<file path="src/rtl/ssplit_pkg.sv">
`timescale 1ns / 1ps
package ssplit_pkg;

  // Address bits that the regions and requests use by default.
  localparam int unsigned AddrBitsDefault  = 32;
  // Results one request may give at most.
  localparam int unsigned MaxChunksDefault = 12;
  // Entries of the request queue between front and back.
  localparam int unsigned QueueDepthDefault = 2;

  // Register file geometry: seven 64-bit registers at 8-byte strides.
  localparam int unsigned RegAddrBits = 6;
  localparam int unsigned RegDataBits = 64;

  typedef enum logic [2:0] {
    REG_TEXT_BOUNDS      = 3'd0,
    REG_DATA_BOUNDS      = 3'd1,
    REG_STACK_BOUNDS     = 3'd2,
    REG_EXEC_DATA_BOUNDS = 3'd3,
    REG_EXEC_OFFSETS     = 3'd4,
    REG_CORE_OFFSETS     = 3'd5,
    REG_IMAGES_PRESENT   = 3'd6
  } reg_idx_e;

  typedef enum logic [1:0] {
    SRC_HOLE = 2'd0,
    SRC_CORE = 2'd1,
    SRC_EXEC = 2'd2
  } source_e;

  typedef enum logic [1:0] {
    ST_OK           = 2'd0,
    ST_EXEC_MISSING = 2'd1,
    ST_CORE_MISSING = 2'd2
  } status_e;

  typedef struct packed {
    logic [31:0] start_address;
    logic [31:0] request_length;
  } req_t;

  typedef struct packed {
    logic [31:0] chunk_address;
    logic [31:0] buffer_offset;
    logic [31:0] chunk_length;
    source_e     source;
    logic [31:0] file_offset;
    status_e     status;
    logic        last_chunk;
  } res_t;

  // Configuration as seen by the chunking engine.
  typedef struct packed {
    logic [63:0] text_bounds;
    logic [63:0] data_bounds;
    logic [63:0] stack_bounds;
    logic [63:0] exec_data_bounds;
    logic [63:0] exec_offsets;
    logic [63:0] core_offsets;
    logic [1:0]  images_present;
  } cfg_t;

endpackage

</file>
<file path="src/rtl/segment_request_splitter_core.sv">
`timescale 1ns / 1ps
// Steps: the chunking engine takes each request from the queue in its idle
// state, then passes each chunk through the compare, select and emit states,
// and returns to idle after the last chunk of the request.
// Reset: asynchronous, active low; the control and configuration registers
// clear to zero and the queue empties; the datapath registers are not reset.
// The receiver cannot stall: each result is shown for exactly one cycle.
//
// Structure. The front takes a transaction whenever the request queue has room
// and drops empty requests. The queue decouples the front from the back, so new
// requests are taken while earlier ones are still being cut into chunks. The
// back walks one request at a time: it compares the current address with all
// eight region bounds, resolves the region by fixed priority (including the
// nearest-bound hole for an address that matches no region), then clips the
// chunk to the remaining length and emits it from an output register.
//
// Users write configuration through the APB port only while idle (not enforced).
module segment_request_splitter_core import ssplit_pkg::*; #(
  parameter int unsigned AddrBits   = AddrBitsDefault,
  parameter int unsigned MaxChunks  = MaxChunksDefault,
  parameter int unsigned QueueDepth = QueueDepthDefault
) (
  input  logic                   clk_i,
  input  logic                   rst_ni,
  input  logic                   start,
  output logic                   busy,
  input  req_t                   req_i,
  output logic                   res_valid_o,
  output res_t                   res_o,
  input  logic                   psel,
  input  logic                   penable,
  input  logic                   pwrite,
  input  logic [RegAddrBits-1:0] paddr,
  input  logic [RegDataBits-1:0] pwdata,
  output logic [RegDataBits-1:0] prdata,
  output logic                   pready
);

  cfg_t cfg;
  logic q_push, q_full, q_pop, q_empty;
  req_t q_wdata, q_rdata;

  // Every APB access completes in its first access cycle.
  assign pready = 1'b1;

  ssplit_regs u_regs (
    .clk_i   (clk_i),
    .rst_ni  (rst_ni),
    .psel    (psel),
    .penable (penable),
    .pwrite  (pwrite),
    .paddr   (paddr),
    .pwdata  (pwdata),
    .prdata  (prdata),
    .cfg_o   (cfg)
  );

  ssplit_front #(
    .AddrBits (AddrBits)
  ) u_front (
    .start_i  (start),
    .req_i    (req_i),
    .q_full_i (q_full),
    .busy_o   (busy),
    .q_push_o (q_push),
    .q_data_o (q_wdata)
  );

  ssplit_queue #(
    .Depth (QueueDepth)
  ) u_queue (
    .clk_i       (clk_i),
    .rst_ni      (rst_ni),
    .push_i      (q_push),
    .push_data_i (q_wdata),
    .full_o      (q_full),
    .pop_i       (q_pop),
    .pop_data_o  (q_rdata),
    .empty_o     (q_empty)
  );

  ssplit_back #(
    .AddrBits  (AddrBits),
    .MaxChunks (MaxChunks)
  ) u_back (
    .clk_i       (clk_i),
    .rst_ni      (rst_ni),
    .cfg_i       (cfg),
    .q_empty_i   (q_empty),
    .q_data_i    (q_rdata),
    .q_pop_o     (q_pop),
    .res_valid_o (res_valid_o),
    .res_o       (res_o)
  );

  // A chunk never covers zero bytes.
  assert property (@(posedge clk_i) disable iff (!rst_ni)
    res_valid_o |-> (res_o.chunk_length != '0))
    else $error("zero-length chunk emitted");

  // An error status always ends the request.
  assert property (@(posedge clk_i) disable iff (!rst_ni)
    (res_valid_o && (res_o.status != ST_OK)) |-> res_o.last_chunk)
    else $error("error status without last_chunk");

  // A hole carries no file offset.
  assert property (@(posedge clk_i) disable iff (!rst_ni)
    (res_valid_o && (res_o.source == SRC_HOLE)) |-> (res_o.file_offset == '0))
    else $error("hole chunk with nonzero file offset");

  // Each chunk passes the compare and select states first, so strobes never abut.
  assert property (@(posedge clk_i) disable iff (!rst_ni)
    res_valid_o |=> !res_valid_o)
    else $error("result strobes in consecutive cycles");

endmodule

</file>
<file path="src/rtl/ssplit_regs.sv">
`timescale 1ns / 1ps
module ssplit_regs import ssplit_pkg::*; (
  input  logic                   clk_i,
  input  logic                   rst_ni,
  input  logic                   psel,
  input  logic                   penable,
  input  logic                   pwrite,
  input  logic [RegAddrBits-1:0] paddr,
  input  logic [RegDataBits-1:0] pwdata,
  output logic [RegDataBits-1:0] prdata,
  output cfg_t                   cfg_o
);

  cfg_t     cfg_q;
  logic     wr_en;
  reg_idx_e idx;

  assign wr_en = psel && penable && pwrite;
  assign idx   = reg_idx_e'(paddr[RegAddrBits-1:3]);
  assign cfg_o = cfg_q;

  always_ff @(posedge clk_i or negedge rst_ni) begin
    if (!rst_ni) begin
      cfg_q <= '0;
    end else if (wr_en) begin
      case (idx)
        REG_TEXT_BOUNDS:      cfg_q.text_bounds      <= pwdata;
        REG_DATA_BOUNDS:      cfg_q.data_bounds      <= pwdata;
        REG_STACK_BOUNDS:     cfg_q.stack_bounds     <= pwdata;
        REG_EXEC_DATA_BOUNDS: cfg_q.exec_data_bounds <= pwdata;
        REG_EXEC_OFFSETS:     cfg_q.exec_offsets     <= pwdata;
        REG_CORE_OFFSETS:     cfg_q.core_offsets     <= pwdata;
        REG_IMAGES_PRESENT:   cfg_q.images_present   <= pwdata[1:0];
        default: ;
      endcase
    end
  end

  always_comb begin
    case (idx)
      REG_TEXT_BOUNDS:      prdata = cfg_q.text_bounds;
      REG_DATA_BOUNDS:      prdata = cfg_q.data_bounds;
      REG_STACK_BOUNDS:     prdata = cfg_q.stack_bounds;
      REG_EXEC_DATA_BOUNDS: prdata = cfg_q.exec_data_bounds;
      REG_EXEC_OFFSETS:     prdata = cfg_q.exec_offsets;
      REG_CORE_OFFSETS:     prdata = cfg_q.core_offsets;
      REG_IMAGES_PRESENT:   prdata = {{(RegDataBits-2){1'b0}}, cfg_q.images_present};
      default:              prdata = '0;
    endcase
  end

endmodule

</file>
<file path="src/rtl/ssplit_queue.sv">
`timescale 1ns / 1ps
module ssplit_queue import ssplit_pkg::*; #(
  parameter int unsigned Depth = QueueDepthDefault
) (
  input  logic clk_i,
  input  logic rst_ni,
  input  logic push_i,
  input  req_t push_data_i,
  output logic full_o,
  input  logic pop_i,
  output req_t pop_data_o,
  output logic empty_o
);

  localparam int unsigned PtrBits = (Depth > 1) ? $clog2(Depth) : 1;
  localparam int unsigned CntBits = $clog2(Depth + 1);

  req_t               mem_q [Depth];
  logic [PtrBits-1:0] wr_ptr_q, rd_ptr_q;
  logic [CntBits-1:0] count_q;
  logic               do_push, do_pop;

  assign full_o     = (count_q == CntBits'(Depth));
  assign empty_o    = (count_q == '0);
  assign do_push    = push_i && !full_o;
  assign do_pop     = pop_i && !empty_o;
  assign pop_data_o = mem_q[rd_ptr_q];

  function automatic logic [PtrBits-1:0] bump(input logic [PtrBits-1:0] p);
    return (p == PtrBits'(Depth - 1)) ? '0 : p + PtrBits'(1);
  endfunction

  always_ff @(posedge clk_i or negedge rst_ni) begin
    if (!rst_ni) begin
      wr_ptr_q <= '0;
      rd_ptr_q <= '0;
      count_q  <= '0;
    end else begin
      if (do_push) wr_ptr_q <= bump(wr_ptr_q);
      if (do_pop)  rd_ptr_q <= bump(rd_ptr_q);
      if (do_push && !do_pop) count_q <= count_q + CntBits'(1);
      else if (do_pop && !do_push) count_q <= count_q - CntBits'(1);
    end
  end

  always_ff @(posedge clk_i) begin
    if (do_push) mem_q[wr_ptr_q] <= push_data_i;
  end

endmodule

</file>
<file path="src/rtl/ssplit_front.sv">
`timescale 1ns / 1ps
module ssplit_front import ssplit_pkg::*; #(
  parameter int unsigned AddrBits = AddrBitsDefault
) (
  input  logic start_i,
  input  req_t req_i,
  input  logic q_full_i,
  output logic busy_o,
  output logic q_push_o,
  output req_t q_data_o
);

  localparam logic [31:0] AddrMask = 32'((64'd1 << AddrBits) - 64'd1);

  logic accept;

  // A request is taken whenever the queue has room; empty requests are
  // consumed here and never reach the chunking engine.
  assign busy_o   = q_full_i;
  assign accept   = start_i && !q_full_i;
  assign q_push_o = accept && (req_i.request_length != '0);

  assign q_data_o.start_address  = req_i.start_address & AddrMask;
  assign q_data_o.request_length = req_i.request_length;

endmodule

</file>
<file path="src/rtl/ssplit_back.sv">
`timescale 1ns / 1ps
module ssplit_back import ssplit_pkg::*; #(
  parameter int unsigned AddrBits  = AddrBitsDefault,
  parameter int unsigned MaxChunks = MaxChunksDefault
) (
  input  logic clk_i,
  input  logic rst_ni,
  input  cfg_t cfg_i,
  input  logic q_empty_i,
  input  req_t q_data_i,
  output logic q_pop_o,
  output logic res_valid_o,
  output res_t res_o
);

  localparam int unsigned NBits = (MaxChunks > 1) ? $clog2(MaxChunks) : 1;
  localparam logic [AddrBits:0] Space = {1'b1, {AddrBits{1'b0}}};

  // Order of the bounds in the compare vector.
  localparam int unsigned BTs = 0, BTe = 1, BDs = 2, BDe = 3;
  localparam int unsigned BSs = 4, BSe = 5, BXs = 6, BXe = 7;

  typedef enum logic [1:0] {
    S_IDLE,
    S_CMP,
    S_SEL,
    S_EMIT
  } state_e;

  state_e              state_q;
  logic [AddrBits-1:0] addr_q;
  logic [31:0]         len_q, pos_q;
  logic [NBits-1:0]    n_q;
  logic [7:0]          lt_q;
  logic [AddrBits:0]   bound_q;
  source_e             src_q;
  logic [31:0]         fob_q;
  res_t                res_q;
  logic                res_valid_q;

  logic [AddrBits-1:0] bnd [8];
  logic [7:0]          lt_d;
  logic                core, exe, gap_lt;
  logic [AddrBits:0]   cand [8];
  logic [AddrBits:0]   m01, m23, m45, m67, m03, m47, mall;
  logic [AddrBits:0]   bound_d;
  source_e             src_d;
  logic [31:0]         fob_d;
  logic [AddrBits:0]   avail;
  logic [32:0]         avail_w;
  logic [31:0]         chunk;
  status_e             status;
  logic                last;

  function automatic logic [AddrBits:0] min2(input logic [AddrBits:0] a,
                                             input logic [AddrBits:0] b);
    return (a < b) ? a : b;
  endfunction

  assign core = cfg_i.images_present[0];
  assign exe  = cfg_i.images_present[1];

  assign bnd[BTs] = cfg_i.text_bounds[AddrBits-1:0];
  assign bnd[BTe] = cfg_i.text_bounds[32+AddrBits-1:32];
  assign bnd[BDs] = cfg_i.data_bounds[AddrBits-1:0];
  assign bnd[BDe] = cfg_i.data_bounds[32+AddrBits-1:32];
  assign bnd[BSs] = cfg_i.stack_bounds[AddrBits-1:0];
  assign bnd[BSe] = cfg_i.stack_bounds[32+AddrBits-1:32];
  assign bnd[BXs] = cfg_i.exec_data_bounds[AddrBits-1:0];
  assign bnd[BXe] = cfg_i.exec_data_bounds[32+AddrBits-1:32];

  // Compare stage: the address against every bound.
  always_comb begin
    for (int k = 0; k < 8; k++) begin
      lt_d[k] = addr_q < bnd[k];
    end
  end

  // Nearest bound above the address, for an address that fits no region.
  always_comb begin
    for (int k = 0; k < 8; k++) begin
      cand[k] = lt_q[k] ? {1'b0, bnd[k]} : Space;
    end
    m01  = min2(cand[0], cand[1]);
    m23  = min2(cand[2], cand[3]);
    m45  = min2(cand[4], cand[5]);
    m67  = min2(cand[6], cand[7]);
    m03  = min2(m01, m23);
    m47  = min2(m45, m67);
    mall = min2(m03, m47);
  end

  // Select stage: region rules in priority order.
  always_comb begin
    gap_lt  = core ? lt_q[BDe] : lt_q[BXe];
    bound_d = mall;
    src_d   = SRC_HOLE;
    fob_d   = '0;
    priority if (lt_q[BTs]) begin
      bound_d = {1'b0, bnd[BTs]};
    end else if (!lt_q[BTe] && lt_q[BDs]) begin
      bound_d = {1'b0, bnd[BDs]};
    end else if (!gap_lt && lt_q[BSs]) begin
      bound_d = {1'b0, bnd[BSs]};
    end else if (!lt_q[BSe] && (bnd[BSe] != '0)) begin
      bound_d = Space;
    end else if (!lt_q[BDs] && lt_q[BDe]) begin
      bound_d = {1'b0, bnd[BDe]};
      src_d   = SRC_CORE;
      fob_d   = cfg_i.core_offsets[31:0] - 32'(bnd[BDs]);
    end else if (!lt_q[BSs] && lt_q[BSe]) begin
      bound_d = {1'b0, bnd[BSe]};
      src_d   = SRC_CORE;
      fob_d   = cfg_i.core_offsets[63:32] - 32'(bnd[BSs]);
    end else if (!core && !lt_q[BXs] && lt_q[BXe]) begin
      bound_d = {1'b0, bnd[BXe]};
      src_d   = SRC_EXEC;
      fob_d   = cfg_i.exec_offsets[63:32] - 32'(bnd[BXs]);
    end else if (!lt_q[BTs] && lt_q[BTe]) begin
      bound_d = {1'b0, bnd[BTe]};
      src_d   = SRC_EXEC;
      fob_d   = cfg_i.exec_offsets[31:0] - 32'(bnd[BTs]);
    end else begin
      bound_d = mall;
    end
  end

  // Emit stage: clip to the remaining length and judge the image.
  always_comb begin
    avail   = bound_q - {1'b0, addr_q};
    avail_w = 33'(avail);
    chunk   = ({1'b0, len_q} < avail_w) ? len_q : avail_w[31:0];
    if (src_q == SRC_CORE && !core) begin
      status = ST_CORE_MISSING;
    end else if (src_q == SRC_EXEC && !exe) begin
      status = ST_EXEC_MISSING;
    end else begin
      status = ST_OK;
    end
    last = (status != ST_OK) || (chunk == len_q) || (n_q == NBits'(MaxChunks - 1));
  end

  assign q_pop_o     = (state_q == S_IDLE) && !q_empty_i;
  assign res_valid_o = res_valid_q;
  assign res_o       = res_q;

  always_ff @(posedge clk_i or negedge rst_ni) begin
    if (!rst_ni) begin
      state_q     <= S_IDLE;
      res_valid_q <= 1'b0;
      n_q         <= '0;
    end else begin
      res_valid_q <= 1'b0;
      unique case (state_q)
        S_IDLE: begin
          if (!q_empty_i) begin
            addr_q  <= q_data_i.start_address[AddrBits-1:0];
            len_q   <= q_data_i.request_length;
            pos_q   <= '0;
            n_q     <= '0;
            state_q <= S_CMP;
          end
        end
        S_CMP: begin
          lt_q    <= lt_d;
          state_q <= S_SEL;
        end
        S_SEL: begin
          bound_q <= bound_d;
          src_q   <= src_d;
          fob_q   <= fob_d;
          state_q <= S_EMIT;
        end
        S_EMIT: begin
          res_valid_q         <= 1'b1;
          res_q.chunk_address <= 32'(addr_q);
          res_q.buffer_offset <= pos_q;
          res_q.chunk_length  <= chunk;
          res_q.source        <= src_q;
          res_q.file_offset   <= (src_q == SRC_HOLE) ? '0 : (32'(addr_q) + fob_q);
          res_q.status        <= status;
          res_q.last_chunk    <= last;
          addr_q              <= addr_q + chunk[AddrBits-1:0];
          pos_q               <= pos_q + chunk;
          len_q               <= len_q - chunk;
          n_q                 <= n_q + NBits'(1);
          state_q             <= last ? S_IDLE : S_CMP;
        end
        default: state_q <= S_IDLE;
      endcase
    end
  end

endmodule
</file>
<file path="config.mk">
export PLATFORM = sky130hd
export DESIGN_NAME = segment_request_splitter_core
export DESIGN_NICKNAME = d
export VERILOG_FILES = /design/src/rtl/ssplit_pkg.sv /design/src/rtl/segment_request_splitter_core.sv /design/src/rtl/ssplit_regs.sv /design/src/rtl/ssplit_queue.sv /design/src/rtl/ssplit_front.sv /design/src/rtl/ssplit_back.sv
export SDC_FILE = /design/constraint.sdc
export NUM_CORES = 2
export LEC_CHECK = 0
export ABC_AREA = 0
export BUFFER_PORTS_ARGS = -buffer_cell sky130_fd_sc_hd__buf_2
export CAP_MARGIN = 20
export CORE_MARGIN = 5
export CORE_UTILIZATION = 30
export DETAILED_ROUTE_END_ITERATION = 10
export SLEW_MARGIN = 0
export SYNTH_ARGS = -nofsm -noshare
export SYNTH_HDL_FRONTEND = slang
export SYNTH_SLANG_ARGS = --single-unit
</file>
<file path="constraint.sdc">
create_clock -name clk_i -period 7.6 [get_ports clk_i]
set_clock_uncertainty 0.05 [all_clocks]
set_input_delay 1.9 -clock clk_i [delete_from_list [all_inputs] [get_ports clk_i]]
set_output_delay 1.9 -clock clk_i [all_outputs]
set_load 0.02 [all_outputs]
</file>
==> metrics.md <==
| Metric | Value |
|---|---|
| CTS clk-pin slew, worst paths | `60 ps` |
| CTS max path bufs | `3` |
| Fin crit period | `approximately 8600 ps` |
| Cell mode on critical path | `buf_6` |
| Drt pass-1 iters | `6` |
| RSZ-0062 raised after global routing | `true` |
| Synth area leader | `edfxtp_1` |
| Die X | `470 µm` |
| Ys Warns | `0` |
| Worst R2R Start | `u_back.lt_q[6]` |
| Ys flop type | `edfxtp_1` |
| CP max-delay cell | `or3_4` |
| Drt first-iter violations | `5,907` |
| Final setup margin | `-967 ps` |
| Ys async rst share | `47.9%` |
| Synthesized area | `63,500 µm²` |
| Largest cells by area after synthesis | `edfxtp_1, dfrtp_1, ha_1` |
| Root Buffer | `clkbuf_16` |
| Initial antenna violation count | `40` |
| Crit-path leading delay family | `compound AO/OA/AOI/OAI gates` |
| Layout cells sized above 1 | `28.5%` |
| GPL Wtd Cong | `0.999` |
| CP max FO | `8` |
| Number of clock sinks | `roughly 830` |
| Ports | `340` |
| Rows | `169` |
| Worst-Skew Late Latency | `790 ps` |
| Design Area, Final | `85,600 µm²` |
| Die area | `221,000 µm²` |
| Fmax | `117 MHz` |
| CP Capture Type | `register` |
| Core area | `between 200,000 and 250,000 µm²` |
| CP max stage delay | `500 ps` |
| Post-Synthesis Cells | `7,029` |
| Input/output buffers | `335` |
| Top-area cell type share of the netlist area | `20.4%` |
| Wire length per cell | `~27 µm` |
| Status | `finished with violations` |
| Final #Nets | `9,422` |
| Critical Path Start Type | `register` |
| Number of synthesized register bits | `829` |
| First-pass GRT wire length | `432,000 µm` |
| Largest net degree at the start of global routing | `127` |
| Post-DP HPWL | `237,000 µm` |
| Stages on worst setup path | `40` |
| Fillers | `between 20,000 and 25,000` |
| CTS HTree Levels | `3` |
| Final cycle utilization of the critical path | `113%` |
| Distinct cells, synth | `84` |
| Worst setup path endpoint | `u_back.bound_q[17]` |
| Syn Area/Cell | `9.04 µm²` |
| All-layer global routing usage | `26.4%` |
| Max Slew Vio Count | `0` |
| Vias in the first global route | `61,300` |
| Hold Crit Class | `reg -> reg` |
| Dpl cell area | `77,300 µm²` |
| Syn_nets | `~8,000` |
| Max-cap violations | `0` |
| Setup WS pre-CTS | `-1650 ps` |
| EDFF count, synth | `roughly 430` |
| Final ANT Viol Nets | `0` |
| Worst-Margin Slew | `1070 ps` |
| Slew headroom | `27.8%` |
| Hold Slack | `about 400 ps` |
| Post-synthesis sequential area ratio | `36.0%` |
| Vias per inst | `5.52` |
| Area occupied by multi-input gates | `roughly 40,000 µm²` |
| CP Buf/Inv Count | `13` |
| Initial Utilization | `30.1%` |
| Crit path DAT | `9010 ps` |
| CTS tree | `done` |
| Crit path required time | `8040 ps` |
| R2R Setup Slk | `-970 ps` |
| Critical path class | `reg -> reg` |
| Endpoints failing hold | `0` |
| Failing checks | `setup timing` |
| Final setup viols | `95` |
| FF/Latch Area | `22,900 µm²` |
| Final WL | `around 310,000 µm` |
| Die height | `470 µm` |
| Min-delay src | `u_back.pos_q[30]` |
| TritonCTS buffer count | `between 100 and 150` |
| Setup crit start | `u_back.lt_q[6]` |
| Post-route DRC | `0` |
| Via count | `63,000` |
| R2R Path End | `u_back.bound_q[17]` |
| Area delta synth->final | `34.7%` |
| Grt ovf | `0` |
| Register-to-Register Path Depth | `40` |
[worst min path at each step]
stage,endpoint,slack (ps),cells past startpoint
after detailed placement,u_back.res_o[99],390,0
after global routing,u_back.res_o[87],410,0
after CTS,u_back.res_o[99],410,0
after global placement,u_back.res_o[93],400,0
final,u_back.res_o[99],410,0
after floorplan,u_back.res_o[72],380,0
[layout by cell type, fill, tap and decap left out, types with 122 or more instances in the layout]
master,instances
buf_4,1184
a21o_1,186
a22oi_1,153
nor2_1,351
nand2_1,739
mux2_2,157
inv_1,543
o21ai_0,623
dfrtp_1,396
clkbuf_16,122
nand3_1,163
ha_1,737
xnor2_1,151
a21oi_1,428
edfxtp_1,432
buf_2,334
[final cells by class]
class                      instances  area share, %
tap                             2821           4.12
timing repair buffer            1637           14.7
sequential                       829           26.8
clock buffer                     134           3.49
clock inverter                    68           1.04
antenna                           20         0.0585
inverter                         562           2.48
multi-input combinational       5347           47.4
[sequential cells by signal, summed over array words and instances (netlist names)]
signal	flops
u_queue.count_q	2
u_back.lt_q	8
u_back.addr_q	32
u_back.pos_q	32
u_back.src_q	2
u_back.len_q	32
u_back.bound_q	33
u_regs.cfg_o	386
u_queue.wr_ptr_q	1
u_queue.mem_q	128
u_queue.rd_ptr_q	1
u_back.res_valid_o	1
u_back.res_o	133
u_back.fob_q	32
u_back.n_q	4
u_back.state_q	2
[per-layer routing]
layer	routed length [µm]	GRT usage (%)
met1	127000	33.4
met2	139000	42.6
met3	21400	4.01
met4	21900	15.8
met5	79	0
[synth_stat cells, drive strengths merged, types with 53 or more instances]
master    n
a211oi  117
and3     94
clkbuf  249
nand2b   77
dfrtp   397
nand3   170
a21oi   479
edfxtp  432
o21ai   695
ha      790
nor3     89
mux2i   127
a21o    186
inv     560
nor2    373
xnor2   158
nor2b    77
nand4    97
o21a     86
xor2     69
nand2   755
a22oi   154
o22ai    53
mux2    168
[cells by family (layout without fill, tap and decap cells)]
logic type | Yosys count | after routing | share of synthesized area [%]
AO/OA/AOI/OAI | 2164 | 2164 | 21.4
AND/OR/NAND/NOR | 1861 | 1861 | 13.5
buffers and inverters | 853 | 2401 | 5.06
flip-flops | 829 | 829 | 36.0
adder cells (fa/ha/maj) | 799 | 799 | 15.8
multiplexers | 295 | 295 | 4.98
XOR/XNOR | 227 | 227 | 3.13
other | 1 | 21 | 0.00590
[through the flow]
stage	setup TNS, ps	util [%]	instances
floorplan	-70.3	-	7029
global placement	-104470	36.5	11100
detailed placement	-111310	36.6	11100
CTS	-54670	39.2	11300
global route	-80960	40.5	11400
finish	-55330	40.5	11400
[timing repair]
item                                    CTS  global route
pin swaps                               127           146
endpoints found under the setup margin  113           113
buffers inserted                         47            84
gates cloned                              1            11
hold buffers                              0             0
gates resized for setup                 292           351
Power is left out: the tool's default activity adds up to more than one toggle a clock period on the data nets, which glitch-free logic cannot reach.
